`src/rtl/hpct_pkg.sv`:
```
`default_nettype none
package hpct_pkg;

    localparam int HIT_CAPACITY = 1024;
    localparam int IDX_W        = $clog2(HIT_CAPACITY);
    localparam int CNT_W        = $clog2(HIT_CAPACITY + 1);
    localparam int COORD_W      = 16;
    localparam int DIST_W       = 16;
    localparam int WEIGHT_W     = 16;
    localparam int STATUS_W     = 3;
    localparam int CFG_IDX_W    = 2;

    localparam logic [STATUS_W-1:0] ST_MERGED   = 3'd0;
    localparam logic [STATUS_W-1:0] ST_APPENDED = 3'd1;
    localparam logic [STATUS_W-1:0] ST_IGNORED  = 3'd2;
    localparam logic [STATUS_W-1:0] ST_DROPPED  = 3'd3;
    localparam logic [STATUS_W-1:0] ST_QUERY    = 3'd4;

    localparam logic [CFG_IDX_W-1:0] CFG_RANGE_LO = 2'd0;
    localparam logic [CFG_IDX_W-1:0] CFG_RANGE_HI = 2'd1;
    localparam logic [CFG_IDX_W-1:0] CFG_HIT_DIST = 2'd2;

    localparam logic CMD_INSERT = 1'b0;
    localparam logic CMD_QUERY  = 1'b1;

    localparam logic [DIST_W-1:0] RANGE_LO_RST = 16'd200;
    localparam logic [DIST_W-1:0] RANGE_HI_RST = 16'd8000;
    localparam logic [DIST_W-1:0] HIT_DIST_RST = 16'd200;

    typedef struct packed {
        logic load;
        logic setup;
        logic scan;
        logic update;
    } dp_cmd_t;

    typedef struct packed {
        logic skip_scan;
        logic hit;
        logic scan_end;
    } dp_stat_t;

endpackage
`default_nettype wire

```
`src/rtl/hpct_ctrl.sv`:
```
`default_nettype none
module hpct_ctrl
    import hpct_pkg::*;
(
    input  wire logic     clk,
    input  wire logic     rst_n,
    input  wire logic     start,
    output logic          busy,
    output logic          done,
    output dp_cmd_t       dp_cmd,
    input  wire dp_stat_t dp_stat
);

    typedef enum logic [1:0] {
        S_IDLE,
        S_SETUP,
        S_SCAN,
        S_UPDATE
    } state_t;

    state_t state_reg;
    state_t state_next;
    logic   done_reg;
    logic   done_next;

    always_comb
    begin
        state_next    = state_reg;
        done_next     = 1'b0;
        dp_cmd.load   = 1'b0;
        dp_cmd.setup  = 1'b0;
        dp_cmd.scan   = 1'b0;
        dp_cmd.update = 1'b0;
        case (state_reg)
            S_IDLE:
            begin
                if (start)
                begin
                    dp_cmd.load = 1'b1;
                    state_next  = S_SETUP;
                end
            end
            S_SETUP:
            begin
                dp_cmd.setup = 1'b1;
                state_next   = dp_stat.skip_scan ? S_UPDATE : S_SCAN;
            end
            S_SCAN:
            begin
                dp_cmd.scan = 1'b1;
                if (dp_stat.hit || dp_stat.scan_end)
                begin
                    state_next = S_UPDATE;
                end
            end
            S_UPDATE:
            begin
                dp_cmd.update = 1'b1;
                done_next     = 1'b1;
                state_next    = S_IDLE;
            end
            default:
            begin
                state_next = S_IDLE;
            end
        endcase
    end

    always_ff @(posedge clk or negedge rst_n)
    begin
        if (!rst_n)
        begin
            state_reg <= S_IDLE;
            done_reg  <= 1'b0;
        end
        else
        begin
            state_reg <= state_next;
            done_reg  <= done_next;
        end
    end

    assign busy = (state_reg != S_IDLE);
    assign done = done_reg;

endmodule
`default_nettype wire

```
`config.mk`:
```
export PLATFORM = sky130hd
export DESIGN_NAME = hpct_ctrl
export DESIGN_NICKNAME = d
export VERILOG_FILES = /design/src/rtl/hpct_pkg.sv /design/src/rtl/hpct_ctrl.sv
export SDC_FILE = /design/constraint.sdc
export NUM_CORES = 1
export LEC_CHECK = 0
export BUFFER_PORTS_ARGS = -buffer_cell sky130_fd_sc_hd__buf_4
export CORE_AREA = 2 2 39 41
export DETAILED_ROUTE_END_ITERATION = 8
export DIE_AREA = 0 0 41 43
export PLACE_DENSITY = 0.4
export SETUP_SLACK_MARGIN = 0.4
export SYNTH_ARGS = -nofsm -noshare
export SYNTH_HDL_FRONTEND = slang
export SYNTH_SLANG_ARGS = --single-unit
```
`constraint.sdc`:
```
create_clock -name clk -period 1.39 [get_ports clk]
set_input_delay 0.278 -clock clk [delete_from_list [all_inputs] [get_ports clk]]
set_output_delay 0.278 -clock clk [all_outputs]
set_load 0.01 [all_outputs]
```
# --- Word-level counts from Yosys, hierarchy flattened ---
# Cells that the tools add are included.
totals:
  ff_bits: 3
  inputBits: 6
  out_inout_bits: 6
  wordCells: 20
op_classes:
  eq_ne: 5
  muxes: 9
  reduce_logical: 4
ops:
  columns: ["cell", "count"]
  rows:
  - ["case mux 2 bit (4 select lines)", 1]
  - ["two-way mux 1 bit", 6]
  - ["equality test 2 bit, second input constant", 2]
  - ["two-way mux 2 bit", 2]
  - ["inequality test 2 bit, second input constant", 2]
  - ["equality test 2 x 1 -> 1 bit, second input constant", 1]
  - ["zero test 2 bit", 1]
  - ["AND reduction 2 bit", 1]
  - ["nonzero test 2 bit", 1]
  - ["logical OR 1 bit", 1]

# --- Longest topological paths before layout ---
# Gate-level depths: netlist of run 1.
depth:
  word_depth: 3
  depth_mapped: 5
  ltp_nobuf: 5

# --- Worst setup path after synthesis of run 1 ---
# No wires, ideal clock.
synth_timing:
  path_type: "reg2reg"
  startpoint: "register state_reg[0]"
  endpoint: "register state_reg[1]"
  setup_ps: 125
  arrival_ps: 1217
  t_required_ps: 1265
  slack_ps: 48
  stages_incl_launch_ff: 6
  n_path_buf: 0
  period_less_slack_ps: 1342
  cell_sequence: "dfrtp_1 inv_1 ha_1 nor2b_4 a21oi_2 mux2_4"
synth_via:
  elab_chain_cells: 3
  elab_cells_between_ends: 8
  cone_classes: "5 x eq/ne; 1 x mux; 2 x reduce/logical"
synth_rtl:
  columns: ["item", "line", "rtl"]
  rows:
  - ["start, declared", "hpct_ctrl.sv:21", "state_t state_reg;"]
  - ["start signal, assigned", "hpct_ctrl.sv:78", "state_reg <= state_next;"]
  - ["equality test 2 bit or zero test 2 bit (tied branches)", "hpct_ctrl.sv:34", "case (state_reg)"]
  - ["inequality test 2 bit (no line)", null, null]
  - ["AND reduction 2 bit (no line)", null, null]
# Parallel ways exist; a longest one is shown, timed or not.
# A chain may end at the register's enable or synchronous reset.

==> flow_summary.ini, run 1 <==
[grt]
grt_first_pass_wirelength_um = 890
grt_max_degree = 5
grt_pass1_vias = 239
gr-usage-all-layers_pct = 8.43
antenna_found_initial = 0
overflow = 0

[clock_tree]
cts_tree = built
cts_buffers = 3
insertion_delay_ns = 0.23
cts_sinks = 3
clock_path_buffers = 2
clockRootBuffer = clkbuf_4
clk_pin_slew_ns = 0.04
h-tree-depth = 1

[logic_synthesis]
synth_area_per_cell_sq_um = 11.2
mappedNetlistArea_sq_um = 235
ys_ff_latch = 3
synth_top_area_share_pct = 31.9
synth_area_leaders = dfrtp_1 (32%), ha_1 (27%), a211oi_1 (6.4%)
synthCells = 21
yosysSeqAreaShare_pct = 31.9
ys_types = 12
ys_warn_count = 0
syn-num-nets = 32
yosysTopAreaCell = dfrtp_1

[worst_setup_path]
critPathMaxFanout = 3
path_cells = buf_4, ha_2, buf_4
end_kind = primary output
cp_slowest_cell = dfrtp_1
cp.required_ns = 1.11
critPathBufInv = 2
cp-start-kind = flip-flop
critical_path.max_stage_delay_ns = 0.40
arrival_ns = 1.12
cp_common_cell = buf_4
cpLargestDelayFamily = flip-flops
worstSetupPathType = flip-flop to primary output

[place]
placed_area_sq_um = 360
dp_worst_setup_slack_ns = 0.0423
hpwlAfterDp_um = 423
placement.io_buffers = 11
place_congestion = 0.801

[drt]
drt-wirelength-per-cell_um = 9.95
routed_wirelength_um = 557
antenna_left = 0
route.vias.total = 221
dr.pass1.iters = 2
drt_iter0_drc = 2
drc = 0
viasPerCell = 3.95

[timing]
skew_ns = 0.00259
finalHoldViolCount = 0
worst_slack_ns = -0.00637
finalSetupViolations = 1
relSlewSlack_pct = 86.1
rsz0062_at_grt = true
period_needed_ns = 1.40
fmax_ghz = 0.716
worst_pin_slew_ns = 0.208
fin_crit_sh_pct = 100
slew_violations = 0

[pwr]
p_total_uw = 996
p_per_area_nw_per_um2 = 2320
ir_drop_v = 0.000556
total_leakage_power_nw = 0.207

[final_layout]
fillers = 150
antennaDiodeCount = 0
multi_input_area_sq_um = 163
final-seq-area_sq_um = 75.1
largest_register_ffs = 2
syn2layout_area_growth_pct = 82.4
final_common_cell = buf_4
final_nets = 52
drive_above_1_share_pct = 72.5
design_area_sq_um = 429
final_cell_mix = buf_4 (12), ha_2 (3), clkbuf_4 (3), dfrtp_1 (3), buf_6 (3)

[floorplanning]
start_util_pct = 17.0
dieArea_sq_um = 1760
die_w_um = 41
chipHeight_um = 43
row_count = 14
core_sq_um = 1380
io_pins = 12

[status]
violations = negative setup slack
status = complete, but fails checks

[run]
maxCapViolCount = 0

[min_path]
hp-class = input pin to async pin
## metal layers
| metal | up-vias | GRT usage (%) | share of wire [%] | wire length, um |
|---|---|---|---|---|
| li1 | 107 | - | - | - |
| met3 | 4 | 3.14 | 3.4 | 19 |
| met1 | 103 | 7.07 | 33 | 186 |
| met5 | - | 0 | 0 | 0 |
| met2 | 7 | 11.6 | 56 | 312 |
| met4 | 0 | 12.7 | 6.8 | 38 |
## area by class of cell
type	count	area share [%]
Multi-Input combinational cell	14	37.9
Timing Repair Buffer	16	31.2
Inverter	3	2.62
Tap cell	16	4.66
Clock buffer	4	6.12
Sequential cell	3	17.5
## logic make-up after synthesis
kind of cell,count (synthesis),synth area share (%)
buf+inv,4,7.98
simple gates,4,13.3
flops,3,31.9
fa+ha+maj,5,26.6
mux,1,6.38
compound gates,4,13.8
## power by group
part	internal (mW)	switching (mW)	total (mW)
Sequential	0.134	0.0336	0.167
Clock	0.108	0.0478	0.156
Combinational	0.394	0.279	0.673
Total	0.636	0.360	0.996
## Yosys cell counts (all sizes together)
library cell	number
inv	3
nor2	2
mux2	1
nor2b	1
ha	5
and2	1
a211oi	2
a21oi	1
a2bb2oi	1
dfrtp	3
buf	1
## per-stage QoR
stage / cells / hold slack, ns / utilization [%] / setup TNS, ns
after global routing: 56 / 0.368 / 31.0 / -0.165
after floorplan: 21 / -0.0176 / - / 0
after CTS: 56 / 0.363 / 31.0 / -0.0227
final: 56 / 0.367 / 31.0 / -0.00637
after detailed placement: 49 / 0.0686 / 26.0 / 0
after global placement: 49 / 0.0672 / 26.0 / 0
## what timing repair did
| action | 4_1_cts | 5_1_grt |
|---|---|---|
| endpoints found under the hold margin | 3 | 0 |
| setup endpoints to repair | 8 | 8 |
| hold buffers | 1 | 0 |
| pin swaps | 4 | 2 |
| gates resized for setup | 6 | 0 |
| setup buffers | 2 | 0 |
## final timing paths
path	startpoint	endpoint	slack, ns	cells after the start
max	state_reg[1]	dp_cmd[1]	-0.006	3
min	rst_n	state_reg[1]	0.37	2
max reg2reg	state_reg[1]	state_reg[1]	0.06	4
min reg2reg	state_reg[1]	state_reg[1]	0.68	2
max in group asynchronous	rst_n	state_reg[0]	0.93	2
min in group clk	dp_stat[2]	state_reg[0]	0.39	3
No activity file was read; power rests on OpenSTA's default activity.
==> run 2, diff against run 1 <==
--- a/config.mk
+++ b/config.mk
@@ -9,7 +9,7 @@
 export CORE_AREA = 2 2 39 41
 export DETAILED_ROUTE_END_ITERATION = 8
 export DIE_AREA = 0 0 41 43
-export PLACE_DENSITY = 0.4
+export PLACE_DENSITY = 0.46
 export SETUP_SLACK_MARGIN = 0.4
 export SYNTH_ARGS = -nofsm -noshare
 export SYNTH_HDL_FRONTEND = slang
==> constraint.sdc (replaced) <==
create_clock -name clk -period 1.39 [get_ports clk]
set_input_delay 0.0695 -clock clk [delete_from_list [all_inputs] [get_ports clk]]
set_output_delay 0.0695 -clock clk [all_outputs]
set_load 0.01 [all_outputs]
==> flow_summary.ini, run 2 (synthesized netlist as in run 1, its figures left out) <==
[timing]
relSlewSlack_pct = 85.7
slew_violations = 0
finalHoldViolCount = 0
fin_tns_setup_ns = 0
period_needed_ns = 1.31
worst_slack_ns = 0.0847
fin_crit_sh_pct = 93.9
worst_pin_slew_ns = 0.214
skew_ns = 0.00601
finalSetupViolations = 0
fmax_ghz = 0.766
rsz0062_at_grt = true
hold_slack_ns = 0.166

[floorplanning]
chipHeight_um = 43
io_pins = 12
core_sq_um = 1380
row_count = 14
dieArea_sq_um = 1760
die_w_um = 41
start_util_pct = 17.0

[clock_tree]
clock_path_buffers = 2
cts_tree = built
cts_buffers = 3
h-tree-depth = 1
insertion_delay_ns = 0.23
cts_sinks = 3
clk_pin_slew_ns = 0.04
clockRootBuffer = clkbuf_4

[pwr]
p_total_mw = 1.18
p_per_area_nw_per_um2 = 2380
ir_drop_v = 0.000597
total_leakage_power_nw = 0.232

[final_layout]
drive_above_1_share_pct = 79.5
final_cell_mix = buf_4 (12), buf_6 (7), inv_2 (3), ha_4 (3), clkbuf_4 (3)
antennaDiodeCount = 0
final_cells = 60
postLayoutCoreUtil_pct = 35.7
syn2layout_area_growth_pct = 110
fillers = 137
design_area_sq_um = 494
multi_input_area_sq_um = 181
final_nets = 56
final-seq-area_sq_um = 76.3
final_common_cell = buf_4
largest_register_ffs = 2

[worst_setup_path]
worstReg2RegEnd = state_reg[1]
end_kind = flip-flop
cp-start-kind = flip-flop
reg2reg_setup_slack_ns = 0.08
r2r-start = state_reg[1]
worstSetupPathType = flip-flop to flip-flop
arrival_ns = 1.42
reg2reg_depth = 5
critPathMaxFanout = 3
cp.required_ns = 1.50

[drt]
route.vias.total = 229
routed_wirelength_um = 596
drt_iter0_drc = 3
drt-wirelength-per-cell_um = 9.93
dr.pass1.iters = 4
drc = 0
viasPerCell = 3.82
antenna_left = 0

[place]
place_congestion = 0.705
hpwlAfterDp_um = 410
placed_area_sq_um = 353
placement.io_buffers = 11
dp_worst_setup_slack_ns = 0.0174
dp_cells = 48

[status]
status = finished, final reports clean

[grt]
gr-usage-all-layers_pct = 8.54
grt_pass1_vias = 271
antenna_found_initial = 0
overflow = 0
grt_first_pass_wirelength_um = 1010
grt_max_degree = 5

[min_path]
hp-class = input pin to async pin

[run]
maxCapViolCount = 0
run 2: cell count changes in the layout (fill, tap and decap cells not counted), sizes merged:
cell	delta
buf	+4
run 2: worst max path at each step:
stage | startpoint | end | slack (ns) | cells after the start
3_3_place_gp | state_reg[1] | state_reg[1] | 0.02 | 5
5_1_grt | state_reg[0] | state_reg[1] | 0.02 | 5
6_report | state_reg[1] | state_reg[1] | 0.08 | 5
4_1_cts | state_reg[1] | state_reg[1] | 0.05 | 5
3_5_place_dp | state_reg[1] | state_reg[1] | 0.02 | 5
2_1_floorplan | state_reg[1] | state_reg[1] | 0.10 | 5
run 2: area by class of cell:
| class | count | area share [%] |
|---|---|---|
| timing repair buffer | 20 | 36.2 |
| inverter | 3 | 2.28 |
| tap | 16 | 4.05 |
| clock buffer | 4 | 5.32 |
| sequential | 3 | 15.4 |
| multi-input combinational | 14 | 36.7 |
run 2: report_power, final:
part | internal, mW | leakage (nW) | total [mW] | switching (mW)
Combinational | 0.514 | 0.182 | 0.854 | 0.339
Clock | 0.107 | 0.0150 | 0.151 | 0.0433
Sequential | 0.137 | 0.0349 | 0.171 | 0.0349
Total | 0.758 | 0.232 | 1.18 | 0.418
run 2: critical path, cell delays in order (launching register included):
cell	delay [ns]
dfrtp_2	0.38
inv_2	0.07
ha_4	0.16
nor2b_4	0.12
a21oi_2	0.14
mux2_4	0.31
run 2: per-layer routing:
layer	share of wire [%]	track usage, %	vias up
li1	-	-	115
met2	63	15.9	7
met3	3.9	1.57	0
met1	33	8.06	107
met5	0	0	-
met4	0	4.00	0
run 2: repair_timing:
action                                  in CTS  in global routing
endpoints found under the setup margin       7                  8
pin swaps                                    1                  1
setup buffers                                6                  1
endpoints found under the hold margin        3                  0
hold buffers                                 1                  0
gates resized for setup                     11                  2
